`src/design/spq_pkg.sv`:
```
`timescale 1ns / 1ps

package spq_pkg;

  localparam int VALUE_W  = 8;
  localparam int COUNT_W  = 5;
  localparam int STATUS_W = 2;

  localparam logic CMD_PUSH = 1'b0;
  localparam logic CMD_POP  = 1'b1;

  localparam logic [STATUS_W-1:0] STATUS_DONE      = 2'd0;
  localparam logic [STATUS_W-1:0] STATUS_FULL_DROP = 2'd1;
  localparam logic [STATUS_W-1:0] STATUS_POP_EMPTY = 2'd2;

  typedef struct packed {
    logic                       push;
    logic                       pop;
    logic signed [VALUE_W-1:0]  value;
  } spq_ctrl_t;

endpackage

```
`src/design/spq_cell.sv`:
```
`timescale 1ns / 1ps

module spq_cell
  import spq_pkg::*;
(
  input  logic                      clk,
  input  spq_ctrl_t                 ctrl,
  input  logic                      valid,
  input  logic signed [VALUE_W-1:0] left_entry,
  input  logic                      left_gt,
  input  logic signed [VALUE_W-1:0] right_entry,
  output logic signed [VALUE_W-1:0] entry,
  output logic signed [VALUE_W-1:0] entry_next,
  output logic                      gt
);

  logic signed [VALUE_W-1:0] entry_r;
  logic signed [VALUE_W-1:0] entry_nxt;

  assign gt = valid && (entry_r > ctrl.value);

  always_comb begin
    entry_nxt = entry_r;
    if (ctrl.push) begin
      if (gt) begin
        entry_nxt = entry_r;
      end else if (left_gt) begin
        entry_nxt = ctrl.value;
      end else begin
        entry_nxt = left_entry;
      end
    end else if (ctrl.pop) begin
      entry_nxt = right_entry;
    end
  end

  always_ff @(posedge clk) begin
    entry_r <= entry_nxt;
  end

  assign entry      = entry_r;
  assign entry_next = entry_nxt;

endmodule

```
`src/design/sorted_priority_queue.sv`:
```
`timescale 1ns / 1ps
// Results are registered; out_tvalid is set in the cycle after an input is accepted.
// Throughput: one transaction per cycle while out_tready is high; every chain cell
// compares and shifts in the same cycle; the output register refills as it drains.
// Reset: synchronous, active low; clears the entry count and the output valid flag.
// The entry storage itself is not cleared and is only read below the count.
module sorted_priority_queue
  import spq_pkg::*;
#(
  parameter int QUEUE_DEPTH = 16
)
(
  input  logic        clk,
  input  logic        rst_n,
  input  logic        in_tvalid,
  output logic        in_tready,
  input  logic [7:0]  in_tdata,   // [7:0] value
  input  logic [0:0]  in_tuser,   // [0] command
  output logic        out_tvalid,
  input  logic        out_tready,
  output logic [15:0] out_tdata   // [7:0] top_value, [8] queue_empty,
                                  // [13:9] entry_count, [15:14] status
);

  localparam int CNT_W = $clog2(QUEUE_DEPTH + 1);
  localparam logic [CNT_W-1:0] DEPTH_C = CNT_W'(QUEUE_DEPTH);

  logic [CNT_W-1:0] count_r;
  logic [CNT_W-1:0] count_nxt;
  logic             out_valid_r;
  logic [15:0]      out_data_r;
  logic [15:0]      out_data_nxt;

  logic             accept;
  logic             is_push;
  logic             full;
  logic             empty;
  logic [STATUS_W-1:0] status;
  spq_ctrl_t        ctrl;

  logic signed [VALUE_W-1:0] entry     [QUEUE_DEPTH];
  logic signed [VALUE_W-1:0] entry_nx  [QUEUE_DEPTH];
  logic [QUEUE_DEPTH-1:0]    gt;
  logic [QUEUE_DEPTH-1:0]    valid;
  logic [CNT_W+COUNT_W-1:0]  count_ext;
  logic signed [VALUE_W-1:0] top;

  assign in_tready = !out_valid_r || out_tready;
  assign accept    = in_tvalid && in_tready;
  assign is_push   = (in_tuser[0] == CMD_PUSH);
  assign full      = (count_r >= DEPTH_C);
  assign empty     = (count_r == '0);

  always_comb begin
    ctrl.value = in_tdata;
    ctrl.push  = accept && is_push && !full;
    ctrl.pop   = accept && !is_push && !empty;
  end

  always_comb begin
    count_nxt = count_r;
    status    = STATUS_DONE;
    if (is_push) begin
      if (full) begin
        status = STATUS_FULL_DROP;
      end else begin
        count_nxt = count_r + 1'b1;
      end
    end else begin
      if (empty) begin
        status = STATUS_POP_EMPTY;
      end else begin
        count_nxt = count_r - 1'b1;
      end
    end
  end

  genvar i;
  generate
    for (i = 0; i < QUEUE_DEPTH; i++) begin : g_cell
      assign valid[i] = (CNT_W'(i) < count_r);
      if (i == 0) begin : g_first
        spq_cell u_cell (
          .clk         (clk),
          .ctrl        (ctrl),
          .valid       (valid[i]),
          .left_entry  (ctrl.value),
          .left_gt     (1'b1),
          .right_entry (entry[(QUEUE_DEPTH > 1) ? 1 : 0]),
          .entry       (entry[i]),
          .entry_next  (entry_nx[i]),
          .gt          (gt[i])
        );
      end else if (i == QUEUE_DEPTH - 1) begin : g_last
        spq_cell u_cell (
          .clk         (clk),
          .ctrl        (ctrl),
          .valid       (valid[i]),
          .left_entry  (entry[i-1]),
          .left_gt     (gt[i-1]),
          .right_entry (entry[i]),
          .entry       (entry[i]),
          .entry_next  (entry_nx[i]),
          .gt          (gt[i])
        );
      end else begin : g_mid
        spq_cell u_cell (
          .clk         (clk),
          .ctrl        (ctrl),
          .valid       (valid[i]),
          .left_entry  (entry[i-1]),
          .left_gt     (gt[i-1]),
          .right_entry (entry[i+1]),
          .entry       (entry[i]),
          .entry_next  (entry_nx[i]),
          .gt          (gt[i])
        );
      end
    end
  endgenerate

  assign count_ext = {{COUNT_W{1'b0}}, count_nxt};
  assign top       = (count_nxt == '0) ? '0 : entry_nx[0];

  always_comb begin
    out_data_nxt        = '0;
    out_data_nxt[7:0]   = top;
    out_data_nxt[8]     = (count_nxt == '0);
    out_data_nxt[13:9]  = count_ext[COUNT_W-1:0];
    out_data_nxt[15:14] = status;
  end

  always_ff @(posedge clk) begin
    if (!rst_n) begin
      count_r     <= '0;
      out_valid_r <= 1'b0;
    end else begin
      if (accept) begin
        count_r     <= count_nxt;
        out_valid_r <= 1'b1;
      end else if (out_tready) begin
        out_valid_r <= 1'b0;
      end
    end
  end

  always_ff @(posedge clk) begin
    if (accept) begin
      out_data_r <= out_data_nxt;
    end
  end

  assign out_tvalid = out_valid_r;
  assign out_tdata  = out_data_r;

endmodule
```
`config.mk`:
```
export PLATFORM = sky130hd
export DESIGN_NAME = sorted_priority_queue
export DESIGN_NICKNAME = d
export VERILOG_FILES = /design/src/design/spq_pkg.sv /design/src/design/spq_cell.sv /design/src/design/sorted_priority_queue.sv
export SDC_FILE = /design/constraint.sdc
export NUM_CORES = 1
export LEC_CHECK = 0
export BUFFER_PORTS_ARGS = -buffer_cell sky130_fd_sc_hd__buf_2
export CAP_MARGIN = 20
export CORE_MARGIN = 8
export CORE_UTILIZATION = 30
export DETAILED_ROUTE_END_ITERATION = 12
export PLACE_DENSITY = 0.51
export SLEW_MARGIN = 10
export SYNTH_ARGS = -nofsm -noshare
export SYNTH_HDL_FRONTEND = slang
export SYNTH_HIERARCHICAL = 1
export SYNTH_SLANG_ARGS = --single-unit
```
`constraint.sdc`:
```
create_clock -name clk -period 5.16 [get_ports clk]
set_input_delay 0.516 -clock clk [delete_from_list [all_inputs] [get_ports clk]]
set_output_delay 0.516 -clock clk [all_outputs]
set_load 0.005 [all_outputs]
```
# Yosys cells after proc, flatten, opt, wreduce, memory -nomap -nowiden
# Index checks and enable logic that the tools add are counted.
# word_totals
register_bits	150
latch_bits	0
ramBits	0
mem_bits_ro	0
out_inout_bits	18
mem_count	0
# op_classes
addsub	2
mul	0
n_div	0
order_cmp	33
n_eq_ne	14
shifts	0
muxes	68
n_bitwise	2
reduce_logical	44
# op_table
op	count
2-to-1 mux 8 bit	60
greater-than comparator 8 bit	16
< comparator 4 x 5 -> 1 bit, first input constant	8
AND reduction 2 bit	15
!= test 2 bit, second input constant	14
logical AND 1 bit	21
< comparator 3 x 5 -> 1 bit, first input constant	4
2-to-1 mux 5 bit	3
zero test 5 bit	2
< comparator 1 x 5 -> 1 bit, first input constant	2
< comparator 2 x 5 -> 1 bit, first input constant	2
adder 5 x 1 -> 5 bit, second input constant	1
greater-or-equal comparator 5 bit, second input constant	1
subtractor 5 x 1 -> 5 bit, second input constant	1
2-to-1 mux 2 bit	2
nonzero test 2 bit	2
zero test 1 bit	3
2-to-1 mux 1 bit	3
NOT 1 bit	2
logical OR 1 bit	1

# Longest topological paths before layout
# depth
word_depth	7
depth_mapped	12

# Modules after synthesis
# The synthesis kept the hierarchy.
# modules_own_cells
module	instances	cells_per_inst	area_each_um2
spq_cell	16	87	788.3
sorted_priority_queue	1	137	1351.3

# Least setup slack after synthesis
# No wires, ideal clock.
# synth_path
path_kind	input -> register
start	input out_tready
end	register out_data_r[0] (netlist: out_tdata[0]), data pin
setup_ns	0.160
arrival_ns	4.303
t_required_ns	5.000
slack_ns	0.697
stages	9
n_path_buf	1
cell_sequence	nand2b_1 > nand2_1 > nor3_1 > clkbuf_1 > nand4_1 > mux2i_4 > a221o_1 > inv_1 > a41oi_1
# synth_lines
item	line_no	text
from (decl)	sorted_priority_queue.sv:20	input logic out_tready,
to (signal assigned)	sorted_priority_queue.sv:149	out_data_r <= out_data_nxt;
to (decl)	sorted_priority_queue.sv:31	logic [15:0] out_data_r;

==> results.yml <==
cts:
  cts_root_buf: "clkbuf_16"
  post-cts-setup-buffers: 0
  post_cts_resized: 0
  clkTransAtPathRegs_ns: 0.07
  clockBufferDepth: 2
  cts_num_sinks: 150
  clock_latency_ns: 0.45
  cts-buffers-inserted: 17
  ctsHtreeMaxLevel: 4
  holdBufCountCts: 0
  cts_tree: "done"
floorplanning:
  die_w_um: 232
  row_count: 79
  ios: 31
  initial_utilization: 0.302
  chipHeight_um: 232
  core-area_um2: 46300
  dieArea_um2: 53700
setup_path:
  crit_path_end_kind: "flop"
  worst-endpoint-required_ns: 5.50
  path_buf_inv: 1
  crit_type: "reg -> reg"
  r2r_start: "count_r[4]$_SDFFE_PN0P_"
  reg2regPathDepth: 9
  path_delay_family: "multiplexers"
  startpoint_type: "flop"
  path_max_fanout: 23
  crit_arrival_ns: 3.85
  crit_chain: "nor2_1 -> inv_1 -> nor2_1 -> nand2_1 -> and2_1 -> nand2_1 -> mux2i_1 -> mux2_2 -> a221o_1"
  crit_path_max_incr_delay_ns: 0.88
  rrSetupSlack_ns: 1.66
  startpoint: "count_r[4]$_SDFFE_PN0P_"
  r2r-end: "g_cell[1].g_mid.u_cell/entry[6]$_DFF_P_"
  critPathSlowestCell: "dfxtp_1"
sta:
  fin_crit_sh: 0.679
  whs_ns: 0.305
  skew_ns: 0.0100
  tightest_slew_ns: 0.997
  rsz0062_at_grt: "no"
  setup_viol: 0
  finalMaxSlewViolations: 0
  fmax_mhz: 286
  finalHoldViolCount: 0
  finalCriticalPeriod_ns: 3.50
  finalSetupTns_ns: 0
  slew_headroom: 0.316
status:
  status: "completed"
grt:
  grt_first_pass_wirelength_um: 66400
  grt_pass1_vias: 11617
  grt_max_degree: 135
  grt_usage: 0.154
  grt_antenna_before_repair: 2
  overflow: 0
hold_path:
  hold_start: "in_tvalid"
  hold_path_end: "out_tvalid$_SDFFE_PN0P_"
  timing.hold.worst.class: "in -> reg"
  hold_depth: 3
pwr:
  power_density_nw_per_um2: 527
  power_leakage_nw: 6.86
  p_total_mw: 8.14
  ir_drop_uv: 234
cells_and_area:
  fillers: 4778
  final_nets: 1679
  drive_above_1_share: 0.188
  area_growth_pct: 10.8
  diodes: 0
route:
  viasPerCell: 5.43
  initialDrtViolationCount: 647
  vias: 11694
  drc: 0
  firstDrtPassIters: 5
  wl_per_cell_um: 19.2
  ant_nets: 0
  drt_wl_total_um: 41400
synthesis:
  syn_area_um2: 13900
  syn_nets: 1672
  yosys_warnings: 6
  synth_cells: 1527
  avgSynthCellArea_um2: 9.14
placement:
  place_hpwl_um: 29700
  place_congestion: 0.822
  io_buffer_count: 30
run:
  cap_violations: 0
## state kept, by name, indices dropped and copies added (netlist names)
signal	flops
g_cell.g_mid.u_cell/entry	112
out_tdata	16
g_cell.g_first.u_cell/entry	8
g_cell.g_last.u_cell/entry	8
count_r	5
out_tvalid	1
## cells in the final DEF, fill, tap and decap left out, types with 17 or more instances in the layout
| cell type | n |
|---|---|
| a211oi_1 | 97 |
| a21o_1 | 18 |
| a21oi_1 | 23 |
| a221o_1 | 32 |
| a221oi_1 | 65 |
| a221oi_2 | 48 |
| and4_1 | 17 |
| buf_2 | 30 |
| buf_4 | 26 |
| clkbuf_16 | 19 |
| dfxtp_1 | 134 |
| ha_1 | 132 |
| inv_1 | 259 |
| mux2_2 | 32 |
| mux2i_1 | 143 |
| nand2_1 | 43 |
| nand3_1 | 17 |
| nand4_1 | 32 |
| nor2_1 | 132 |
## layout make-up
type                            instances  area (um2)  share of cell area
Tap cell                              607         759              0.0492
Inverter                              260         976              0.0632
Clock inverter                         11         120             0.00777
Clock buffer                           21         483              0.0313
Sequential cell                       150        3160               0.205
Timing Repair Buffer                   60         425              0.0275
Multi-Input combinational cell       1045        9520               0.616
## stage by stage
step	instance area, um2	utilization	std cells	setup slack (ns)
detailed placement	14800	0.321	2122	1.59
floorplan	13900	-	1527	0.697
global route	15400	0.334	2154	1.43
global placement	14800	0.321	2122	1.62
CTS	15400	0.334	2154	1.68
finish	15400	0.334	2154	1.66
## report_power, final
| part | switching [mW] | leakage [nW] | internal [mW] |
|---|---|---|---|
| sequential | 0.774 | 1.28 | 1.72 |
| combinational | 2.22 | 5.29 | 2.10 |
| clock | 0.559 | 0.294 | 0.769 |
## metal layers
layer  up-vias  GRT usage  part of all wire
met2       186      0.256              0.47
met5         -          0                 0
met4         0     0.0484             0.022
met3        51     0.0249             0.027
li1       5731          -                 -
met1      5726      0.203              0.48
## how the worst max path moves through the flow
stage	to	slack, ns	depth (start not counted)
floorplan	out_tdata[0]$_SDFFCE_PN0P_	0.70	9
finish	g_cell[1].g_mid.u_cell/entry[6]$_DFF_P_	1.66	9
global route	g_cell[1].g_mid.u_cell/entry[6]$_DFF_P_	1.43	9
detailed placement	g_cell[1].g_mid.u_cell/entry[6]$_DFF_P_	1.59	9
global placement	g_cell[1].g_mid.u_cell/entry[6]$_DFF_P_	1.62	9
CTS	g_cell[1].g_mid.u_cell/entry[6]$_DFF_P_	1.68	9
## worst register-to-register path, cell delays in order (launching register included)
cell and delay (ns):
dfxtp_1 0.88, nor2_1 0.20, inv_1 0.25, nor2_1 0.17, nand2_1 0.21, and2_1 0.17, nand2_1 0.06, mux2i_1 0.75
mux2_2 0.42, a221o_1 0.30
Power figures use the tool's default switching activity.
